<file path="src/tdpd_pkg.sv">
package tdpd_pkg;

    localparam int PAD_COUNT = 4;
    localparam int POT_COUNT = 2;

    localparam int TOUCH_W  = 16;
    localparam int ADC_W    = 12;
    localparam int LEVEL_W  = 7;
    localparam int CHANGE_W = 8;
    localparam int RUN_W    = 8;
    localparam int PROD_W   = ADC_W + LEVEL_W;

    localparam int LEVEL_SCALE = 127;
    localparam int ADC_FULL    = 4095;

    localparam logic [TOUCH_W-1:0] TOUCH_THRESHOLD_RST = 16'd1000;
    localparam logic [RUN_W-1:0]   DEBOUNCE_COUNT_RST  = 8'd2;
    localparam logic [LEVEL_W-1:0] MOVE_THRESHOLD_RST  = 7'd1;

    typedef logic [1:0] cfg_index_t;
    localparam cfg_index_t CFG_TOUCH_THRESHOLD = 2'd0;
    localparam cfg_index_t CFG_DEBOUNCE_COUNT  = 2'd1;
    localparam cfg_index_t CFG_MOVE_THRESHOLD  = 2'd2;

    typedef struct packed {
        logic [TOUCH_W-1:0] touch_0;
        logic [TOUCH_W-1:0] touch_1;
        logic [TOUCH_W-1:0] touch_2;
        logic [TOUCH_W-1:0] touch_3;
        logic [ADC_W-1:0]   pot_adc_0;
        logic [ADC_W-1:0]   pot_adc_1;
    } tdpd_sample_t;

    typedef struct packed {
        logic [PAD_COUNT-1:0]       pads_held;
        logic [PAD_COUNT-1:0]       pads_pressed;
        logic [LEVEL_W-1:0]         pot_level_0;
        logic [LEVEL_W-1:0]         pot_level_1;
        logic signed [CHANGE_W-1:0] pot_change_0;
        logic signed [CHANGE_W-1:0] pot_change_1;
        logic [POT_COUNT-1:0]       pots_moved;
    } tdpd_result_t;

    // settings shared by the pad lanes; need is debounce count floored at one
    typedef struct packed {
        logic [TOUCH_W-1:0] touch_limit;
        logic [RUN_W-1:0]   need;
    } tdpd_pad_cfg_t;

endpackage

</file>
<file path="src/tdpd_pad_lane.sv">
module tdpd_pad_lane (
    input  logic                            clk,
    input  logic                            rst_n,
    input  logic                            en,
    input  logic [tdpd_pkg::TOUCH_W-1:0]    reading,
    input  tdpd_pkg::tdpd_pad_cfg_t         cfg,
    output logic                            held,
    output logic                            pressed
);
    import tdpd_pkg::*;

    logic [RUN_W-1:0] touched_run_reg, touched_run_next;
    logic [RUN_W-1:0] released_run_reg, released_run_next;
    logic             held_reg, held_next;
    logic             raw;

    always_comb
    begin
        raw = reading < cfg.touch_limit;
        if (raw)
        begin
            touched_run_next  = (touched_run_reg < cfg.need) ?
                                touched_run_reg + RUN_W'(1) : touched_run_reg;
            released_run_next = '0;
        end
        else
        begin
            released_run_next = (released_run_reg < cfg.need) ?
                                released_run_reg + RUN_W'(1) : released_run_reg;
            touched_run_next  = '0;
        end
        if (touched_run_next >= cfg.need)
            held_next = 1'b1;
        else if (released_run_next >= cfg.need)
            held_next = 1'b0;
        else
            held_next = held_reg;
        held    = held_next;
        pressed = held_next & ~held_reg;
    end

    always_ff @(posedge clk or negedge rst_n)
    begin
        if (!rst_n)
        begin
            touched_run_reg  <= '0;
            released_run_reg <= '0;
            held_reg         <= 1'b0;
        end
        else if (en)
        begin
            touched_run_reg  <= touched_run_next;
            released_run_reg <= released_run_next;
            held_reg         <= held_next;
        end
    end

endmodule

</file>
<file path="src/tdpd_pot_lane.sv">
module tdpd_pot_lane (
    input  logic                                   clk,
    input  logic                                   rst_n,
    input  logic                                   en,
    input  logic [tdpd_pkg::ADC_W-1:0]             adc,
    input  logic [tdpd_pkg::LEVEL_W-1:0]           move_threshold,
    output logic [tdpd_pkg::LEVEL_W-1:0]           level,
    output logic signed [tdpd_pkg::CHANGE_W-1:0]   change,
    output logic                                   moved
);
    import tdpd_pkg::*;

    logic [ADC_W-1:0]           avg_reg, avg_next;
    logic [LEVEL_W-1:0]         reported_reg, reported_next;
    logic [ADC_W:0]             sum;
    logic [PROD_W-1:0]          scaled;
    logic [LEVEL_W-1:0]         quot_lo;
    logic [ADC_W:0]             rem;
    logic signed [CHANGE_W-1:0] delta;
    logic [LEVEL_W-1:0]         mag;

    always_comb
    begin
        sum      = {1'b0, avg_reg} + {1'b0, adc};
        avg_next = sum[ADC_W:1];
        scaled   = PROD_W'(avg_next) * PROD_W'(LEVEL_SCALE);
        // divide by 4095: estimate with >>12, one correction step
        quot_lo  = scaled[PROD_W-1:ADC_W];
        rem      = {1'b0, scaled[ADC_W-1:0]} + (ADC_W+1)'(quot_lo);
        level    = quot_lo + LEVEL_W'(rem >= (ADC_W+1)'(ADC_FULL));
        delta    = $signed({1'b0, level}) - $signed({1'b0, reported_reg});
        mag      = delta[CHANGE_W-1] ? LEVEL_W'(-delta) : delta[LEVEL_W-1:0];
        moved    = mag > move_threshold;
        change   = moved ? delta : '0;
        reported_next = moved ? level : reported_reg;
    end

    always_ff @(posedge clk or negedge rst_n)
    begin
        if (!rst_n)
        begin
            avg_reg      <= '0;
            reported_reg <= '0;
        end
        else if (en)
        begin
            avg_reg      <= avg_next;
            reported_reg <= reported_next;
        end
    end

endmodule

</file>
<file path="src/touch_debounce_pot_delta.sv">
// Touch pad debouncer and pot change detector.
// sample channel (sample_valid/sample_ready/sample): one word per scan tick,
//   four pad readings and two 12-bit pot samples.
// result channel (result_valid/result_ready/result): one word per sample word,
//   debounced held and pressed pad bits, scaled pot levels, signed changes
//   and moved flags.
// cfg channel (cfg_valid/cfg_ready/cfg_index/cfg_data): register writes,
//   always ready; index 0 touch threshold, 1 debounce count, 2 move threshold,
//   index 3 is ignored. Write only while no word is in flight.
// The result word is valid in the cycle after its sample word is taken.
// Throughput: one word per cycle while results are taken; each pad and pot
//   has its own lane whose state update finishes in the accepting cycle, and
//   one output register holds the merged word.
// Stall: while result_valid is high and result_ready low, the result holds
//   and sample_ready drops; it rises again in the cycle the result is taken.
// Reset: registers return to 1000, 2, 1; pads released, runs, averages and
//   reported levels zero; no result pending.
module touch_debounce_pot_delta (
    input  logic                         clk,
    input  logic                         rst_n,
    input  logic                         sample_valid,
    output logic                         sample_ready,
    input  tdpd_pkg::tdpd_sample_t       sample,
    output logic                         result_valid,
    input  logic                         result_ready,
    output tdpd_pkg::tdpd_result_t       result,
    input  logic                         cfg_valid,
    output logic                         cfg_ready,
    input  tdpd_pkg::cfg_index_t         cfg_index,
    input  logic [tdpd_pkg::TOUCH_W-1:0] cfg_data
);
    import tdpd_pkg::*;

    logic [TOUCH_W-1:0] touch_limit_reg;
    logic [RUN_W-1:0]   debounce_count_reg;
    logic [LEVEL_W-1:0] move_threshold_reg;

    tdpd_pad_cfg_t      pad_cfg;
    logic               accept;
    logic               result_valid_reg, result_valid_next;
    tdpd_result_t       result_reg, result_next;

    logic [TOUCH_W-1:0]         touch_w [PAD_COUNT];
    logic [ADC_W-1:0]           adc_w [POT_COUNT];
    logic [PAD_COUNT-1:0]       held_w, pressed_w;
    logic [LEVEL_W-1:0]         level_w [POT_COUNT];
    logic signed [CHANGE_W-1:0] change_w [POT_COUNT];
    logic [POT_COUNT-1:0]       moved_w;

    assign cfg_ready    = 1'b1;
    assign accept       = sample_valid && sample_ready;
    assign sample_ready = !result_valid_reg || result_ready;
    assign result_valid = result_valid_reg;
    assign result       = result_reg;

    always_ff @(posedge clk or negedge rst_n)
    begin
        if (!rst_n)
        begin
            touch_limit_reg     <= TOUCH_THRESHOLD_RST;
            debounce_count_reg  <= DEBOUNCE_COUNT_RST;
            move_threshold_reg  <= MOVE_THRESHOLD_RST;
        end
        else if (cfg_valid && cfg_ready)
        begin
            case (cfg_index)
                CFG_TOUCH_THRESHOLD: touch_limit_reg     <= cfg_data;
                CFG_DEBOUNCE_COUNT:  debounce_count_reg  <= cfg_data[RUN_W-1:0];
                CFG_MOVE_THRESHOLD:  move_threshold_reg  <= cfg_data[LEVEL_W-1:0];
                default: ;
            endcase
        end
    end

    assign pad_cfg.touch_limit = touch_limit_reg;
    assign pad_cfg.need = (debounce_count_reg == '0) ? RUN_W'(1) : debounce_count_reg;

    assign touch_w[0] = sample.touch_0;
    assign touch_w[1] = sample.touch_1;
    assign touch_w[2] = sample.touch_2;
    assign touch_w[3] = sample.touch_3;
    assign adc_w[0]   = sample.pot_adc_0;
    assign adc_w[1]   = sample.pot_adc_1;

    for (genvar i = 0; i < PAD_COUNT; i++)
    begin : g_pad
        tdpd_pad_lane u_pad (
            .clk     (clk),
            .rst_n   (rst_n),
            .en      (accept),
            .reading (touch_w[i]),
            .cfg     (pad_cfg),
            .held    (held_w[i]),
            .pressed (pressed_w[i])
        );
    end

    for (genvar i = 0; i < POT_COUNT; i++)
    begin : g_pot
        tdpd_pot_lane u_pot (
            .clk            (clk),
            .rst_n          (rst_n),
            .en             (accept),
            .adc            (adc_w[i]),
            .move_threshold (move_threshold_reg),
            .level          (level_w[i]),
            .change         (change_w[i]),
            .moved          (moved_w[i])
        );
    end

    // merge lanes into one result word and work out the next result valid
    always_comb
    begin
        result_next.pads_held    = held_w;
        result_next.pads_pressed = pressed_w;
        result_next.pot_level_0  = level_w[0];
        result_next.pot_level_1  = level_w[1];
        result_next.pot_change_0 = change_w[0];
        result_next.pot_change_1 = change_w[1];
        result_next.pots_moved   = moved_w;

        if (accept)
            result_valid_next = 1'b1;
        else if (result_ready)
            result_valid_next = 1'b0;
        else
            result_valid_next = result_valid_reg;
    end

    always_ff @(posedge clk or negedge rst_n)
    begin
        if (!rst_n)
            result_valid_reg <= 1'b0;
        else
            result_valid_reg <= result_valid_next;
    end

    always_ff @(posedge clk)
    begin
        if (accept)
            result_reg <= result_next;
    end

`ifndef NO_ASSERTIONS
    a_pressed_implies_held: assert property (@(posedge clk) disable iff (!rst_n)
        result_valid |-> ((result.pads_pressed & ~result.pads_held) == '0))
        else $error("pressed pad not held");

    a_moved_0_nonzero: assert property (@(posedge clk) disable iff (!rst_n)
        result_valid |-> (result.pots_moved[0] == (result.pot_change_0 != '0)))
        else $error("pot 0 moved flag disagrees with change");

    a_moved_1_nonzero: assert property (@(posedge clk) disable iff (!rst_n)
        result_valid |-> (result.pots_moved[1] == (result.pot_change_1 != '0)))
        else $error("pot 1 moved flag disagrees with change");

    a_accept_gives_result: assert property (@(posedge clk) disable iff (!rst_n)
        accept |=> result_valid)
        else $error("accepted word produced no result");
`endif

endmodule

</file>
<file path="config.mk">
export PLATFORM = sky130hd
export DESIGN_NAME = touch_debounce_pot_delta
export DESIGN_NICKNAME = d
export VERILOG_FILES = /design/src/tdpd_pkg.sv /design/src/tdpd_pad_lane.sv /design/src/tdpd_pot_lane.sv /design/src/touch_debounce_pot_delta.sv
export SDC_FILE = /design/constraint.sdc
export NUM_CORES = 1
export LEC_CHECK = 0
export BUFFER_PORTS_ARGS = -buffer_cell sky130_fd_sc_hd__buf_2
export CORE_ASPECT_RATIO = 1.5
export CORE_MARGIN = 2
export CORE_UTILIZATION = 40
export DETAILED_ROUTE_END_ITERATION = 10
export GPL_TIMING_DRIVEN = 0
export PLACE_DENSITY_LB_ADDON = 0.08
export SYNTH_ARGS = -nofsm -noshare
export SYNTH_HDL_FRONTEND = slang
export SYNTH_SLANG_ARGS = --single-unit
</file>
<file path="constraint.sdc">
create_clock -name clk -period 14.4 [get_ports clk]
set_clock_uncertainty 0.05 [all_clocks]
set_input_delay 2.88 -clock clk [delete_from_list [all_inputs] [get_ports clk]]
set_output_delay 2.88 -clock clk [all_outputs]
set_load 0.05 [all_outputs]
</file>
==> impl_metrics.toml <==
[synthesis]
syn_nets = 2571
synth_fa_ha_area_share_pct = 29.0
syn_inst = 2060
synth-seq-area-share_pct = 24.6
async_reset_ff_share_pct = 77.5
yosys.area_share.xor_xnor_pct = 7.91
yosys_warnings = 0
synth_top_family_by_area = "adder cells"
ys_ff_latch = 178
synth-edff-count = 40
ys_types = 75
synthMuxAreaShare_pct = 1.98
synth_area_sq_um = 18900
yosys.area_share.simple_pct = 13.9
synthFlopType = "dfrtp_1"
synth-compound-area-share_pct = 18.4
syn_avg_cell_area_sq_um = 9.19

[critical_path]
required_ps = 14710
worstPathArrival_ps = 14100
ff2ff_setup_slack_ps = 2740
crit_path_start_kind = "primary input"
ff2ff_path_depth = 53
worstSetupPathType = "in2reg"
max_stage_delay_ps = 510
cp-end-kind = "flip-flop"
r2r_start = "g_pot[1].u_pot.avg_reg[0]$_DFFE_PN0P_"
crit_top_cell = "ha_1"
reg2reg_to = "g_pot[1].u_pot.reported_reg[5]$_DFFE_PN0P_"
cp_max_fo = 8
cpMaxStageDelayCell = "fa_1"

[placed_design]
pre_cts_slack_ps = -1960
dp_hpwl_um = 41200
gp_congestion = 0.823
numPlacedInstances = 2808
io_buffers = 152
place_area_sq_um = 20500

[sta]
hold_violations = 0
setup_viol = 0
tightest_slew_ps = 1440
fin_crit_ps = 13790
final-max-slew-violation-count = 0
setup_slack_ps = 612
final.period_utilization_pct = 95.8
slew_headroom_pct = 4.02
fmax_ghz = 0.0725

[detailed_routing]
vias = 15575
first_iter_violations = 675
via_per_inst = 5.43
drt_wl_total_um = 53400
firstDrtPassIters = 5
drtAntennaViolNets = 0
drc = 0
wl_per_cell_um = 18.6

[hold_path]
min_path_cells = 2
hp-start = "g_pot[0].u_pot.reported_reg[0]$_DFFE_PN0P_"
hold_class = "reg2reg"
holdPathEnd = "g_pot[0].u_pot.reported_reg[0]$_DFFE_PN0P_"

[global_route]
antenna_found_initial = 2
grt_use_total_pct = 22.2
top_usage_layer = "met2"
grt_pass1_wl_um = 85900
grtUsageMet2_pct = 43.8
grt_pass1_vias = 16266
grt_max_degree = 93
grt-ovfl-total = 0
use_met3_pct = 1.98
use_met1_pct = 24.8

[cells_and_area]
post_route_cells_drive_above_1_share_pct = 15.3
final_cell_mix = "ha_1 (338), inv_1 (176), nor2_1 (161), buf_2 (151), nand2_1 (131)"
final_common_cell = "ha_1"
final_area_sq_um = 21700
num-nets-final = 2768
fin_cells = 2866
final.fill_count = 4507
layout-area-overhead-vs-synth_pct = 14.8
largest_register_ffs = 40
final_core_util_pct = 46.5

[die]
initial_utilization_pct = 40.5
die-area_sq_um = 49100
io_pins = 154
die_w_um = 182
rows = 97
die_y_um = 270
coreArea_sq_um = 46700

[run]
drv_cap = 0

[cts]
cts_made_buffers = 17
clkTransAtPathRegs_ps = 80
cts_max_path_buffers = 2
h-tree-depth = 4
cts-root-buf = "clkbuf_16"
clkSinkCount = 178
cts_hold_buf = 0
cts_tree = "built"
clock_latency_ps = 470

[outcome]
outcome = "complete, no violations"
==> worst max path at each step <==
stage / start / endpoint / slack [ps] / cells after the start
2_1_floorplan: sample[0] / g_pot[1].u_pot.reported_reg[2]$_DFFE_PN0P_ / 270 / 49
3_3_place_gp: sample[0] / g_pot[1].u_pot.reported_reg[6]$_DFFE_PN0P_ / -1760 / 50
3_5_place_dp: sample[0] / g_pot[1].u_pot.reported_reg[5]$_DFFE_PN0P_ / -1960 / 50
4_1_cts: sample[12] / g_pot[0].u_pot.reported_reg[3]$_DFFE_PN0P_ / 50 / 55
5_1_grt: sample[0] / g_pot[1].u_pot.reported_reg[5]$_DFFE_PN0P_ / -30 / 53
6_report: sample[0] / g_pot[1].u_pot.reported_reg[5]$_DFFE_PN0P_ / 610 / 54
==> synthesized netlist by cell type (all sizes together) (26+ instances only) <==
master	count	share of area (%)
a21o	96	3.8
a21oi	112	3.0
a22o	40	1.9
clkbuf	26	0.52
dfrtp	130	17
edfxtp	40	6.3
fa	56	5.9
ha	344	23
inv	179	3.5
mux2	27	1.6
nand2	133	2.6
nand2b	31	1.0
nand3	29	0.77
nand4	31	1.0
nor2	166	3.3
nor2b	45	1.5
nor3	29	0.77
o21a	26	1.1
o21ai	136	3.6
xnor2	111	5.2
xor2	59	2.7
==> cell families (layout without fill, tap and decap cells) <==
group           Yosys count  in the layout
fa+ha+maj               406            406
simple gates            541            541
compound gates          521            521
other cells               1              3
flops                   178            178
xor+xnor                170            170
buf+inv                 209            419
mux                      34             34
==> metrics by stage <==
stage                     setup TNS, ps  hold slack (ps)
after floorplan                       0              401
final                                 0              445
after global placement           -31320              417
after detailed placement         -38380              429
after global routing               -140              473
after CTS                             0              448
==> cell type report <==
class	count	area (sq um)	share of cell area [%]
antenna	2	5.00	0.0230
buffer	30	118	0.541
clock buffer	19	443	2.04
clock inverter	13	174	0.800
inverter	179	672	3.09
multi-input combinational	1673	13900	64.0
sequential	178	4660	21.5
tap	594	743	3.42
timing repair buffer	178	998	4.59
==> critical path: cells and delay by family <==
family | cells | cell delay [ps]
buffers and inverters | 7 | 690
adders and majority gates | 11 | 3830
and+or+nand+nor | 12 | 1780
xor gates and xnor gates | 3 | 460
muxes | 1 | 370
AOI/OAI and AO/OA | 20 | 4100
==> per-layer routing <==
metal,routed length [um],vias to the layer above
li1,-,7763
met4,1360,0
met1,21500,7572
met2,29500,183
met5,0,-
met3,962,57
==> timing repair <==
action / in CTS / in global routing
endpoints found under the setup margin: 32 / 32
setup buffers: 5 / 19
pin swaps: 5 / 21
gates resized for setup: 34 / 62
gates cloned: 0 / 0
Power is not shown: default switching activity piles up to over one toggle a cycle in this logic, so the estimate is an artifact.
